==> config.mk <==
export PLATFORM = sky130hd
export DESIGN_NAME = tick_task_scheduler
export DESIGN_NICKNAME = d
export VERILOG_FILES = /design/src/rtl/core/tts_pkg.sv /design/src/rtl/core/tick_task_scheduler.sv /design/src/rtl/core/tts_slot.sv
export SDC_FILE = /design/constraint.sdc
export NUM_CORES = 1
export LEC_CHECK = 0
export ABC_CLOCK_PERIOD_IN_PS = 3650
export BUFFER_PORTS_ARGS = -buffer_cell sky130_fd_sc_hd__buf_2
export CORE_MARGIN = 2
export CORE_UTILIZATION = 50
export DETAILED_ROUTE_END_ITERATION = 8
export GPL_TIMING_DRIVEN = 0
export MAX_ROUTING_LAYER = met4
export PLACE_DENSITY_LB_ADDON = 0.25
export SYNTH_ARGS = -nofsm -noshare
export SYNTH_HDL_FRONTEND = slang
export SYNTH_SLANG_ARGS = --single-unit
export TNS_END_PERCENT = 10
==> constraint.sdc <==
create_clock -name clk -period 3.65 [get_ports clk]
set_input_delay 0.1825 -clock clk [delete_from_list [all_inputs] [get_ports clk]]
set_output_delay 0.1825 -clock clk [all_outputs]
set_load 0.01 [all_outputs]
==> src/rtl/core/tts_pkg.sv <==
package tts_pkg;

    // operation codes carried by the op field
    typedef enum logic [1:0] {
        OP_TICK     = 2'd0,
        OP_DISPATCH = 2'd1,
        OP_LOAD     = 2'd2,
        OP_NOP      = 2'd3
    } op_t;

    localparam int unsigned TIME_W    = 32;
    localparam int unsigned SEL_W     = 3;
    localparam int unsigned INDEX_W   = 2;
    localparam int unsigned MASK_W    = 4;
    localparam logic [TIME_W-1:0] RELOAD_NONE = 32'hFFFF_FFFF;
    localparam logic [TIME_W-1:0] COUNT_FIRE  = 32'd1;

    // per-slot update strobes; tick, take and load are already qualified by pipeline advance
    typedef struct packed {
        logic tick;
        logic take;
        logic load;
        logic clear;
    } slot_ctl_t;

endpackage

==> src/rtl/core/tick_task_scheduler.sv <==
// channel  | handshake               | payload
// ---------+-------------------------+--------------------------------------------------
// cmd      | cmd_valid / cmd_stall   | op, slot_sel, reload_value, countdown_value,
//          |                         | periodic, clear_pending
// rsp      | rsp_valid / rsp_stall   | task_valid, task_index, fired_mask
//
// one transaction per cycle sustained while rsp_stall is low; each passes the cmd register, then the rsp register
// the slot table is updated as a transaction moves from the cmd register to the rsp register
// reset clears all slots (reload, periodic flag, countdown, pending count) and both valids
// rsp_stall holds the rsp register and backs up through the cmd register to cmd_stall
module tick_task_scheduler #(
    parameter int unsigned NUM_TASKS     = 4,
    parameter int unsigned PENDING_WIDTH = 8
) (
    input  logic                                clk,
    input  logic                                rst_n,
    // command channel
    input  logic                                cmd_valid,
    output logic                                cmd_stall,
    input  logic [1:0]                          op,
    input  logic [tts_pkg::SEL_W-1:0]           slot_sel,
    input  logic [tts_pkg::TIME_W-1:0]          reload_value,
    input  logic [tts_pkg::TIME_W-1:0]          countdown_value,
    input  logic                                periodic,
    input  logic                                clear_pending,
    // response channel
    output logic                                rsp_valid,
    input  logic                                rsp_stall,
    output logic                                task_valid,
    output logic [tts_pkg::INDEX_W-1:0]         task_index,
    output logic [tts_pkg::MASK_W-1:0]          fired_mask
);

    // command register
    logic                         cmd_valid_reg;
    logic                         cmd_valid_next;
    tts_pkg::op_t                 op_reg;
    logic [tts_pkg::SEL_W-1:0]    sel_reg;
    logic [tts_pkg::TIME_W-1:0]   reload_reg;
    logic [tts_pkg::TIME_W-1:0]   count_reg;
    logic                         periodic_reg;
    logic                         clear_reg;

    // response register
    logic                         rsp_valid_reg;
    logic                         rsp_valid_next;
    logic                         task_valid_reg;
    logic                         task_valid_next;
    logic [tts_pkg::INDEX_W-1:0]  task_index_reg;
    logic [tts_pkg::INDEX_W-1:0]  task_index_next;
    logic [tts_pkg::MASK_W-1:0]   fired_mask_reg;
    logic [tts_pkg::MASK_W-1:0]   fired_mask_next;

    logic                         rsp_free;
    logic                         advance;
    logic                         sel_in_range;
    logic [NUM_TASKS-1:0]         pend_nz;
    logic [NUM_TASKS-1:0]         fired_vec;
    logic [NUM_TASKS-1:0]         take_vec;
    logic                         found;
    logic [tts_pkg::SEL_W-1:0]    found_idx;

    // rsp register can take a new transaction when empty or being drained
    assign rsp_free  = !rsp_valid_reg || !rsp_stall;
    assign advance   = cmd_valid_reg && rsp_free;
    assign cmd_stall = cmd_valid_reg && !rsp_free;

    assign sel_in_range = ({1'b0, sel_reg} < (tts_pkg::SEL_W + 1)'(NUM_TASKS));

    // lowest-numbered slot with pending runs wins
    always_comb
    begin
        found     = 1'b0;
        found_idx = '0;
        take_vec  = '0;
        for (int i = 0; i < NUM_TASKS; i++)
        begin
            if (pend_nz[i] && !found)
            begin
                found       = 1'b1;
                found_idx   = tts_pkg::SEL_W'(i);
                take_vec[i] = 1'b1;
            end
        end
    end

    // one slot per task, each advancing in parallel on a tick
    for (genvar g = 0; g < NUM_TASKS; g++)
    begin : g_slot
        tts_pkg::slot_ctl_t ctl;

        always_comb
        begin
            ctl.tick  = advance && (op_reg == tts_pkg::OP_TICK);
            ctl.take  = advance && (op_reg == tts_pkg::OP_DISPATCH) && take_vec[g];
            ctl.load  = advance && (op_reg == tts_pkg::OP_LOAD) && sel_in_range
                        && (sel_reg == tts_pkg::SEL_W'(g));
            ctl.clear = clear_reg;
        end

        tts_slot #(
            .PENDING_WIDTH (PENDING_WIDTH)
        ) u_slot (
            .clk             (clk),
            .rst_n           (rst_n),
            .ctl             (ctl),
            .reload_value    (reload_reg),
            .countdown_value (count_reg),
            .periodic        (periodic_reg),
            .pending_nz      (pend_nz[g]),
            .fired           (fired_vec[g])
        );
    end

    // slots past the fourth have no mask bit; missing slots read as zero
    logic [tts_pkg::MASK_W-1:0] fired_low;
    for (genvar m = 0; m < tts_pkg::MASK_W; m++)
    begin : g_mask
        if (m < NUM_TASKS)
        begin : g_on
            assign fired_low[m] = fired_vec[m];
        end
        else
        begin : g_off
            assign fired_low[m] = 1'b0;
        end
    end

    // result of the transaction in the cmd register
    always_comb
    begin
        task_valid_next = 1'b0;
        task_index_next = '0;
        fired_mask_next = '0;
        case (op_reg)
            tts_pkg::OP_TICK:
            begin
                fired_mask_next = fired_low;
            end
            tts_pkg::OP_DISPATCH:
            begin
                task_valid_next = found;
                task_index_next = found_idx[tts_pkg::INDEX_W-1:0];
            end
            default:
            begin
                task_valid_next = 1'b0;
            end
        endcase
    end

    always_comb
    begin
        cmd_valid_next = cmd_valid_reg;
        if (!cmd_stall)
        begin
            cmd_valid_next = cmd_valid;
        end
        rsp_valid_next = rsp_valid_reg;
        if (rsp_free)
        begin
            rsp_valid_next = cmd_valid_reg;
        end
    end

    always_ff @(posedge clk or negedge rst_n)
    begin
        if (!rst_n)
        begin
            cmd_valid_reg <= 1'b0;
            rsp_valid_reg <= 1'b0;
        end
        else
        begin
            cmd_valid_reg <= cmd_valid_next;
            rsp_valid_reg <= rsp_valid_next;
        end
    end

    // payload registers, no reset
    always_ff @(posedge clk)
    begin
        if (cmd_valid && !cmd_stall)
        begin
            op_reg       <= tts_pkg::op_t'(op);
            sel_reg      <= slot_sel;
            reload_reg   <= reload_value;
            count_reg    <= countdown_value;
            periodic_reg <= periodic;
            clear_reg    <= clear_pending;
        end
        if (advance)
        begin
            task_valid_reg <= task_valid_next;
            task_index_reg <= task_index_next;
            fired_mask_reg <= fired_mask_next;
        end
    end

    assign rsp_valid  = rsp_valid_reg;
    assign task_valid = task_valid_reg;
    assign task_index = task_index_reg;
    assign fired_mask = fired_mask_reg;

endmodule

==> src/rtl/core/tts_slot.sv <==
module tts_slot #(
    parameter int unsigned PENDING_WIDTH = 8
) (
    input  logic                          clk,
    input  logic                          rst_n,
    input  tts_pkg::slot_ctl_t            ctl,
    input  logic [tts_pkg::TIME_W-1:0]    reload_value,
    input  logic [tts_pkg::TIME_W-1:0]    countdown_value,
    input  logic                          periodic,
    output logic                          pending_nz,
    output logic                          fired
);

    localparam logic [PENDING_WIDTH-1:0] PEND_MAX = {PENDING_WIDTH{1'b1}};

    logic [tts_pkg::TIME_W-1:0] reload_reg;
    logic [tts_pkg::TIME_W-1:0] reload_next;
    logic                       periodic_reg;
    logic                       periodic_next;
    logic [tts_pkg::TIME_W-1:0] count_reg;
    logic [tts_pkg::TIME_W-1:0] count_next;
    logic [PENDING_WIDTH-1:0]   pend_reg;
    logic [PENDING_WIDTH-1:0]   pend_next;
    logic                       at_fire;

    assign at_fire    = (count_reg == tts_pkg::COUNT_FIRE);
    assign pending_nz = (pend_reg != '0);
    // fires only on a tick at count one, periodic, and with room in the pending count
    assign fired      = ctl.tick && at_fire && periodic_reg && (pend_reg != PEND_MAX);

    always_comb
    begin
        reload_next   = reload_reg;
        periodic_next = periodic_reg;
        count_next    = count_reg;
        pend_next     = pend_reg;
        if (ctl.tick)
        begin
            if (at_fire)
            begin
                if (periodic_reg)
                begin
                    count_next = reload_reg;
                end
                if (fired)
                begin
                    pend_next = pend_reg + 1'b1;
                end
            end
            else
            begin
                // zero wraps to all ones
                count_next = count_reg - 1'b1;
            end
        end
        else if (ctl.take)
        begin
            pend_next = pend_reg - 1'b1;
        end
        else if (ctl.load)
        begin
            reload_next   = reload_value;
            periodic_next = periodic && (reload_value != tts_pkg::RELOAD_NONE);
            count_next    = countdown_value;
            if (ctl.clear)
            begin
                pend_next = '0;
            end
        end
    end

    always_ff @(posedge clk or negedge rst_n)
    begin
        if (!rst_n)
        begin
            reload_reg   <= '0;
            periodic_reg <= 1'b0;
            count_reg    <= '0;
            pend_reg     <= '0;
        end
        else
        begin
            reload_reg   <= reload_next;
            periodic_reg <= periodic_next;
            count_reg    <= count_next;
            pend_reg     <= pend_next;
        end
    end

endmodule

## Yosys cells after proc, flatten, opt, wreduce, memory -nomap -nowiden

Cells that the tools add are included.

- Output and inout bits: 9
- Bits of input ports: 75
- Word-level logic and storage cells: 195
- Register bits: 372

- Bitwise operators: 5
- Reductions and logical operators: 69
- Add/sub/neg operators: 12
- Eq/ne operators: 30
- Multiplexer cells: 51
- $lt $le $gt $ge: 1

Operators by type and width:

| cell | number |
|---|---|
| $mux 32 | 20 |
| $mux 8 | 21 |
| $eq 32x1->1 const B | 4 |
| $sub 32x1->32 const B | 4 |
| $add 8x1->8 const B | 4 |
| $ne 32x32->1 const B | 1 |
| $ne 8x8->1 const B | 4 |
| $reduce_bool 8->1 | 4 |
| $sub 8x1->8 const B | 4 |
| $logic_and 1x1->1 | 31 |
| $reduce_and 3->1 | 8 |
| $reduce_bool 3->1 | 8 |
| $ne 2x1->1 const B | 10 |
| $reduce_and 4->1 | 4 |
| $ne 3x2->1 const B | 3 |
| $mux 1 | 8 |
| $reduce_bool 2->1 | 4 |
| $logic_not 1->1 | 7 |
| $eq 3x2->1 const B | 2 |
| $not 1->1 | 5 |
| $mux 2 | 2 |
| $ne 2x2->1 const B | 2 |
| $eq 3x1->1 const B | 1 |
| $logic_not 3->1 | 1 |
| 6 further kinds | 6 |

## Longest topological paths before layout

Gate-level depths: netlist (run 1).

- Depth after elaboration: 14
- Mapped depth: 11
- Depth with buffers taken out: 8

## Modules after synthesis

From an unflattened synthesis (run 1), not the netlist that was laid out.

- Cells, all modules: 2,573
- Area, all modules: 22,450.3 µm²

Modules (own cells, without submodules):

| module | cells an instance | instances | sequential area each (µm²) | area an instance (µm²) |
|---|---|---|---|---|
| tts_slot at g_slot[0].u_slot ... | 611 | 2 | 1,826.8 | 4,941.0 |
| tts_slot at g_slot[3].u_slot | 616 | 1 | 1,826.8 | 5,016.1 |
| tts_slot at g_slot[2].u_slot | 619 | 1 | 1,826.8 | 4,911.0 |
| tick_task_scheduler | 116 | 1 | 2,392.3 | 2,641.3 |

## Worst setup path after synthesis (run 1)

OpenSTA, ideal clock, no wires.

- Path kind: register to register
- Start: register g_slot[0].u_slot.pend_reg[0]
- End: register g_slot[3].u_slot.pend_reg[6]
- Slack: 0.858 ns
- Buffers on the path: 1
- Data arrival time: 2.710 ns
- Stages on the path, launching flop included: 10
- Period minus slack after synthesis: 2.792 ns
- Cell sequence: dfrtp_1 > inv_1 > ha_1 > or4b_1 > or4_4 > nor4b_2 > a211o_2 > buf_6 > a21oi_1 > a31oi_1

- Longest elaborated chain between the ends: 14

RTL lines:

| item | RTL line | source |
|---|---|---|
| start, declared | tts_slot.sv:22 | `logic [PENDING_WIDTH-1:0] pend_reg;` |
| start signal, assigned | tts_slot.sv:86 | `pend_reg <= pend_next;` |
| $reduce_bool 8->1 (*) | tts_slot.sv:27 | `assign pending_nz = (pend_reg != '0);` |
| $mux 1 (*) | tick_task_scheduler.sv:78 | `if (pend_nz[i] && !found)` |
| $logic_not 1->1 | tick_task_scheduler.sv:78 |  |
| $logic_and 1x1->1 | tick_task_scheduler.sv:78 |  |
| $mux 1 (*) | tick_task_scheduler.sv:78 |  |
| $logic_not 1->1 | tick_task_scheduler.sv:78 |  |
| $logic_and 1x1->1 | tick_task_scheduler.sv:78 |  |
| $mux 1 (*) | tick_task_scheduler.sv:78 |  |
| $logic_not 1->1 (*) | tick_task_scheduler.sv:78 |  |
| $logic_and 1x1->1 (*) | tick_task_scheduler.sv:78 |  |
| $mux 1 (*) | tick_task_scheduler.sv:78 |  |
| $logic_and 1x1->1 (*) | tick_task_scheduler.sv:95 | `ctl.take = advance && (op_reg == tts_pkg::OP_DISPATCH) && take_vec[g];` |
| $reduce_bool 3->1 (no source line) or $mux 8 (tied branches) | - |  |
| $reduce_and 4->1 (no source line) or $mux 8 (tied branches) | - |  |
| end signal, assigned | tts_slot.sv:86 |  |
| end, declared | tts_slot.sv:22 |  |

Every way passes the cells marked *; elsewhere a longest branch is shown, timed or not.
A chain may end at the register's enable or synchronous reset.

## Final worst setup path (run 1)

- Start: register rsp_valid_reg (netlist: rsp_valid)
- End: register g_slot[1].u_slot.count_reg[18] (netlist name)

- Longest elaborated chain between the ends: 8

RTL lines:

| item | RTL line | source |
|---|---|---|
| start, declared | tick_task_scheduler.sv:45 | `logic rsp_valid_reg;` |
| start signal, assigned | tick_task_scheduler.sv:176 | `rsp_valid_reg <= rsp_valid_next;` |
| $logic_not 1->1 (*) | tick_task_scheduler.sv:64 | `assign rsp_free = !rsp_valid_reg \|\| !rsp_stall;` |
| $logic_or 1x1->1 (*) | tick_task_scheduler.sv:64 |  |
| $logic_and 1x1->1 (*) | tick_task_scheduler.sv:65 | `assign advance = cmd_valid_reg && rsp_free;` |
| $logic_and 1x1->1 (2 in a row) | tick_task_scheduler.sv:96 | `ctl.load = advance && (op_reg == tts_pkg::OP_LOAD) && sel_in_range` |
| $logic_and 1x1->1 | tick_task_scheduler.sv:97 | `&& (sel_reg == tts_pkg::SEL_W'(g));` |
| $reduce_bool 2->1 (no source line) | - |  |
| $reduce_and 3->1 (no source line) | - |  |
| end signal, assigned | tts_slot.sv:85 | `count_reg <= count_next;` |
| end, declared | tts_slot.sv:20 | `logic [tts_pkg::TIME_W-1:0] count_reg;` |

Marked as above.

==> results of run 1 <==
cell usage after synthesis (24+ instances only):
| master | n | area [um^2] |
|---|---|---|
| nand4_1 | 39 | 244 |
| clkbuf_1 | 101 | 379 |
| a211oi_1 | 39 | 293 |
| inv_1 | 37 | 139 |
| nand3_1 | 51 | 255 |
| nor3_1 | 80 | 400 |
| o211ai_1 | 32 | 240 |
| xnor2_1 | 24 | 210 |
| o21ai_0 | 133 | 666 |
| nor4_1 | 51 | 319 |
| nand2_1 | 262 | 983 |
| o22a_1 | 28 | 245 |
| a21oi_1 | 92 | 460 |
| a22o_1 | 29 | 254 |
| dfrtp_1 | 294 | 7360 |
| mux2_2 | 98 | 1100 |
| a31oi_1 | 64 | 400 |
| nor2_1 | 153 | 574 |
| edfxtp_1 | 78 | 2340 |
| or3_1 | 26 | 163 |
routing by layer:
metal | track usage, % | part of all wire, % | wire length (um) | vias up
met5 | - | 0 | 0 | -
met4 | 18.1 | 5.3 | 3950 | 0
met3 | 6.43 | 9.0 | 6730 | 228
met2 | 56.1 | 44 | 33000 | 1026
met1 | 51.8 | 42 | 31200 | 8976
li1 | - | - | - | 7953
what timing repair did:
item                       4_1_cts  5_1_grt
gates resized for setup         26       25
setup endpoints to repair      153      129
hold buffers                    75        0
pin swaps                        1        1
hold endpoints to repair       170        0
buffers inserted                 0        3
worst paths after layout:
| kind | endpoint | slack, ns | depth (start not counted) |
|---|---|---|---|
| min in group clk | count_reg[3] | 0.30 | 2 |
| min | g_slot[3].u_slot.pend_reg[4] | 0.23 | 2 |
| max | g_slot[1].u_slot.count_reg[18] | -0.12 | 7 |
| max in group asynchronous | g_slot[2].u_slot.count_reg[8] | 1.90 | 4 |
| max reg2reg | g_slot[1].u_slot.count_reg[18] | -0.12 | 7 |
| min reg2reg | rsp_valid | 0.47 | 1 |
layout by cell type, fill, tap and decap left out, drive strengths merged, types with 7 or more instances in the layout:
cell	n
a211oi	39
a21oi	92
a22o	29
a22oi	8
a31oi	64
a32o	8
and2	7
and3	13
buf	114
clkbuf	158
clkinv	19
dfrtp	294
dlygate4sd3	75
edfxtp	78
ha	18
inv	38
mux2	98
mux2i	9
nand2	262
nand2b	15
nand3	51
nand4	40
nor2	153
nor3	80
nor4	53
nor4b	7
o211ai	32
o21ai	134
o22a	28
o22ai	11
o2bb2ai	18
o31ai	17
or2	10
or3	26
or4	19
xnor2	24
xor2	14
cells by family after synthesis:
group / after synthesis / synth area share, %
adders and majority gates: 18 / 1.16
muxes: 107 / 6.13
DFF: 372 / 49.8
xor gates and xnor gates: 38 / 1.71
and+or+nand+nor: 761 / 18.9
buffers and inverters: 162 / 3.38
AOI/OAI and AO/OA: 551 / 19.0
layout make-up:
class / instances / area (um^2)
plain buffers: 125 / 562
fillers: 3451 / 15700
well taps: 518 / 648
repair buffers: 165 / 1290
multi-input cells: 1475 / 9190
clock buffers: 58 / 1190
flip-flops and latches: 372 / 9700
clock inverters: 21 / 138
inverters: 37 / 139
power by group:
part / switching, mW / leakage [nW] / internal [mW]
combinational: 1.68 / 4.09 / 1.22
sequential: 0.945 / 4.42 / 5.15
clock: 1.82 / 0.665 / 2.37
critical path, stage by stage, from the launching register on:
cell and delay [ns]:
dfrtp_1 0.40, a21bo_2 0.23, clkbuf_1 0.21, nor3_2 0.81, clkbuf_2 0.58, clkdlybuf4s15_1 0.83
o311ai_0 0.28, a32o_1 0.31
==> metrics.cfg, run 1 <==
[routing]
avgViaCountPerCell=6.56
wire_per_inst_um=27.0
drtAntennaViolNets=0
drt-initial-drc-count=2110
vias=18200
drc_errors=0
firstDrtPassIters=5
routed_wl_um=74900

[timing]
relSlewSlack_pct=11.6
timing.final.crit_share_pct=103
drv_slew=0
fmax_mhz=265
hold_viol_final=0
rsz0062_at_grt=yes
post-route-min-period_ns=3.77
fin_skew_ns=0.0241
worst_pin_slew_ns=1.31
finalSetupTns_ns=-0.816
finalSetupViolCount=13
setup_slack_ns=-0.124
hold_ws_ns=0.228

[min_path]
hold_path_class=input pin to asynchronous set/reset pin

[synthesis]
ys_seq_elements=372
synth-seq-area-share_pct=49.8
synth_area_per_cell_um2=9.70
postSynthCellCount=2009
synthArstFlopShare_pct=79.0
synth_ff_type=dfrtp_1
yosysWarnings=0
synth_edf_count=78
netlist_area_um2=19500
synth_nets=2102
ys_types=77

[clocking]
path_clk_slew_ns=0.06
cts_buffers=43
clockBufferDepth=3
clock_latency_ns=0.60
cts_tree=done
cts_max_level=2
clock_sinks=372
cts_root_buf=clkbuf_16

[floorplanning]
fp-row-count=72
io_pins=84
initial_core_util_pct=50.5
die_w_um=201
core_um2=38600
die_area_um2=40600
die_h_um=201

[critical_path]
critPathKind=flip-flop to flip-flop
critPathRequiredTime_ns=4.13
r2r_start=rsp_valid
endpoint_kind=flip-flop
cp.arrival_ns=4.25
path_max_fanout=10
cp-startpoint=rsp_valid
start_kind=flip-flop

[global_route]
grt_max_degree=103
overflow=0
grt_pass1_vias=17400
grt_antenna_before_repair=1
track_usage_pct=38.2
grt_pass1_wl_um=112000

[power]
leakage_nw=9.18
ir_drop_mv=0.440
pwr_density_cell_nw_per_um2=577
finalPower_mw=13.2

[placement]
placed_cell_area_um2=20600
pre_cts_slack_ns=-1.00
dpl.hpwl_um=53400
io_buffers=83
gp_congestion=0.952
dp.cells=2614

[flow_run]
maxCapViolCount=0

[cells_and_area]
syn_to_final_growth_pct=17.3
stdcell_area_um2=22900
fin_util_pct=59.3
final_net_count=2312
final_layout_size_suffix_gt1_share_pct=14.8
num_antenna_cells=0
stdcell_count=2771

[outcome]
outcome=complete, but fails checks
violations=negative setup slack

Note: power is estimated with default switching activity, not from simulation.
==> inputs of run 2 (changes only) <==
- CELL_PAD_IN_SITES_DETAIL_PLACEMENT: unset -> 0
- CELL_PAD_IN_SITES_GLOBAL_PLACEMENT: unset -> 1
- CORE_UTILIZATION: 50 -> 49
==> metrics.cfg, run 2 (synthesized netlist as in run 1, its figures left out) <==
[global_route]
overflow=0  ; unchanged
grt_antenna_before_repair=9  ; was 1
track_usage_pct=39.7  ; was 38.2%
grt_max_degree=107  ; was 103
grt_pass1_vias=17400  ; about the same
grt_pass1_wl_um=116000  ; was 112000 um

[floorplanning]
fp-row-count=73  ; was 72
io_pins=84  ; unchanged
die_area_um2=41400  ; was 40600 um^2
die_w_um=203  ; was 201 um
die_h_um=203  ; was 201 um
core_um2=39500  ; was 38600 um^2
initial_core_util_pct=49.4  ; was 50.5%

[power]
power.internal_mw=9.10  ; was 8.74 mW
seqPwrFrac_pct=45.1  ; was 46.3%
leakage_nw=9.22  ; was 9.18 nW
p_clk_share_pct=33.5  ; was 31.8%
pwr-share-comb_pct=21.4  ; was 22.0%
switching_share_pct=33.3  ; was 33.7%
pwr_density_cell_nw_per_um2=592  ; was 577 nW/um^2
ir_drop_mv=0.391  ; was 0.440 mV
finalPower_mw=13.6  ; was 13.2 mW
switching_power_mw=4.54  ; was 4.45 mW

[clocking]
path_clk_slew_ns=0.06  ; about the same
cts_buffers=42  ; was 43
clock_sinks=372  ; unchanged
cts_max_level=2  ; unchanged
cts_tree=done  ; unchanged
clock_latency_ns=0.60  ; about the same
clockBufferDepth=3  ; unchanged
cts_root_buf=clkbuf_16  ; unchanged

[flow_run]
maxCapViolCount=0  ; unchanged

[critical_path]
r2r_cells=10  ; was 7
path_max_fanout=10  ; unchanged
r2r_start=rsp_valid  ; unchanged
start_kind=flip-flop  ; unchanged
path_cells=a21bo_2 > clkbuf_1 > inv_1 > nand4_1 > nand2_1 > o31a_1 > clkbuf_1 > clkbuf_1 > o21ai_0 > o2bb2ai_1  ; was a21bo_2 > clkbuf_1 > nor3_2 > clkbuf_2 > clkdlybuf4s15_1 > o311ai_0 > a32o_1
critPathSlowestCell=nand4_1  ; was clkdlybuf4s15_1
endpoint_kind=flip-flop  ; unchanged
endpoint=g_slot[2].u_slot.count_reg[19]  ; was g_slot[1].u_slot.count_reg[18]
rr_endpoint=g_slot[2].u_slot.count_reg[19]  ; was g_slot[1].u_slot.count_reg[18]
cpMostUsedCell=clkbuf_1
cp.arrival_ns=4.19  ; was 4.25 ns
r2r_slack_ns=-0.08  ; was -0.12 ns
critPathRequiredTime_ns=4.11  ; was 4.13 ns
critPathKind=flip-flop to flip-flop  ; unchanged
cp-startpoint=rsp_valid  ; unchanged
max_stage_delay_ns=0.70  ; was 0.83 ns

[cells_and_area]
syn_to_final_growth_pct=18.3  ; was 17.3%
final_cell_mix=294 x dfrtp_1, 257 x nand2_1, 153 x nor2_1  ; was 294 x dfrtp_1, 262 x nand2_1, 153 x nor2_1
final_layout_size_suffix_gt1_share_pct=15.0  ; was 14.8%
stdcell_area_um2=23100  ; was 22900 um^2
filler_cell_count=3508  ; was 3451
layout_commonest_cell=dfrtp_1  ; unchanged
final_net_count=2314  ; was 2312

[timing]
relSlewSlack_pct=19.7  ; was 11.6%
rsz0062_at_grt=yes  ; unchanged
hold_viol_final=0  ; unchanged
timing.final.crit_share_pct=102  ; was 103%
fmax_mhz=268  ; was 265 MHz
post-route-min-period_ns=3.73  ; was 3.77 ns
finalSetupViolCount=5  ; was 13
drv_slew=0  ; unchanged
fin_skew_ns=0.0343  ; was 0.0241 ns
setup_slack_ns=-0.0784  ; was -0.124 ns
worst_pin_slew_ns=1.19  ; was 1.31 ns

[min_path]
hold_path_class=input pin to asynchronous set/reset pin  ; unchanged

[placement]
dpl.hpwl_um=54000  ; was 53400 um
gp_congestion=1.01  ; was 0.952
placed_cell_area_um2=20600  ; about the same
io_buffers=83  ; unchanged

[routing]
vias=18500  ; was 18200
wire_per_inst_um=28.6  ; was 27.0 um
avgViaCountPerCell=6.63  ; was 6.56
drt-initial-drc-count=2485  ; was 2110
routed_wl_um=79500  ; was 74900 um
drtAntennaViolNets=0  ; unchanged
firstDrtPassIters=9  ; was 5
drc_errors=0  ; unchanged

[outcome]
violations=negative setup slack  ; unchanged
outcome=complete, but fails checks  ; unchanged

==> run 2: metal layers <==
metal	global-route usage [%]	wire, um
met3	9.84	8960
met5	-	0
met1	50.2	30500
met4	25.2	5750
met2	56.9	34200
==> run 2: worst min path at each step <==
| stage | slack, ns | startpoint | endpoint |
|---|---|---|---|
| final | 0.27 | rst_n | cmd_valid_reg |
| after global routing | 0.32 | reload_value[22] | reload_reg[22] |
| after CTS | 0.28 | countdown_value[13] | count_reg[13] |
| after detailed placement | 0.32 | rst_n | g_slot[3].u_slot.pend_reg[4] |
| after global placement | 0.36 | reload_value[4] | reload_reg[4] |
| after floorplan | -0.11 | rst_n | cmd_valid_reg |
==> run 2: critical path, delay by kind of cell, from the launching register on <==
| family | cells | cell delay (ns) |
|---|---|---|
| AO/OA/AOI/OAI | 4 | 0.73 |
| buffers and inverters | 4 | 1.45 |
| flip-flops | 1 | 0.40 |
| AND/OR/NAND/NOR | 2 | 1.01 |
==> run 2: power by group through the flow <==
stage | Combinational, mW | Clock (mW) | Sequential (mW)
3_5_place_dp | 2.77 | 0 | 6.14
5_1_grt | 3.22 | 4.75 | 6.23
4_1_cts | 2.85 | 4.58 | 6.08
2_1_floorplan | 2.02 | 0 | 5.81
6_report | 2.92 | 4.57 | 6.15
3_3_place_gp | 2.68 | 0 | 6.12
==> run 2: area by class of cell <==
class	instances	area, um^2	area share, %
diodes	6	15.0	0.0651
plain buffers	125	558	2.42
clock buffers	60	1210	5.25
clock inverters	16	240	1.04
inverters	37	139	0.603
multi-input cells	1475	9220	40.0
flip-flops and latches	372	9700	42.1
well taps	525	657	2.85
repair buffers	168	1310	5.69
==> run 2: repair_timing <==
item,CTS,global route
endpoints found under the setup margin,154,116
endpoints found under the hold margin,177,0
cloned,0,0
setup buffers,0,7
pin swaps,0,4
gates resized for setup,32,13
hold buffers,75,0
==> run 2: through the flow <==
stage                     setup slack, ns  std cells  utilization, %  hold WS, ns  setup TNS (ns)
after floorplan                     0.858       2009               -       -0.113               0
after global placement              -3.59       2617            52.1        0.359        -1115.49
after CTS                         -0.0129       2771            58.1        0.284         -0.0129
final                             -0.0784       2784            58.4        0.266          -0.280
after detailed placement            -1.16       2620            52.3        0.317          -71.39
after global routing               -0.247       2783            58.4        0.317           -3.36
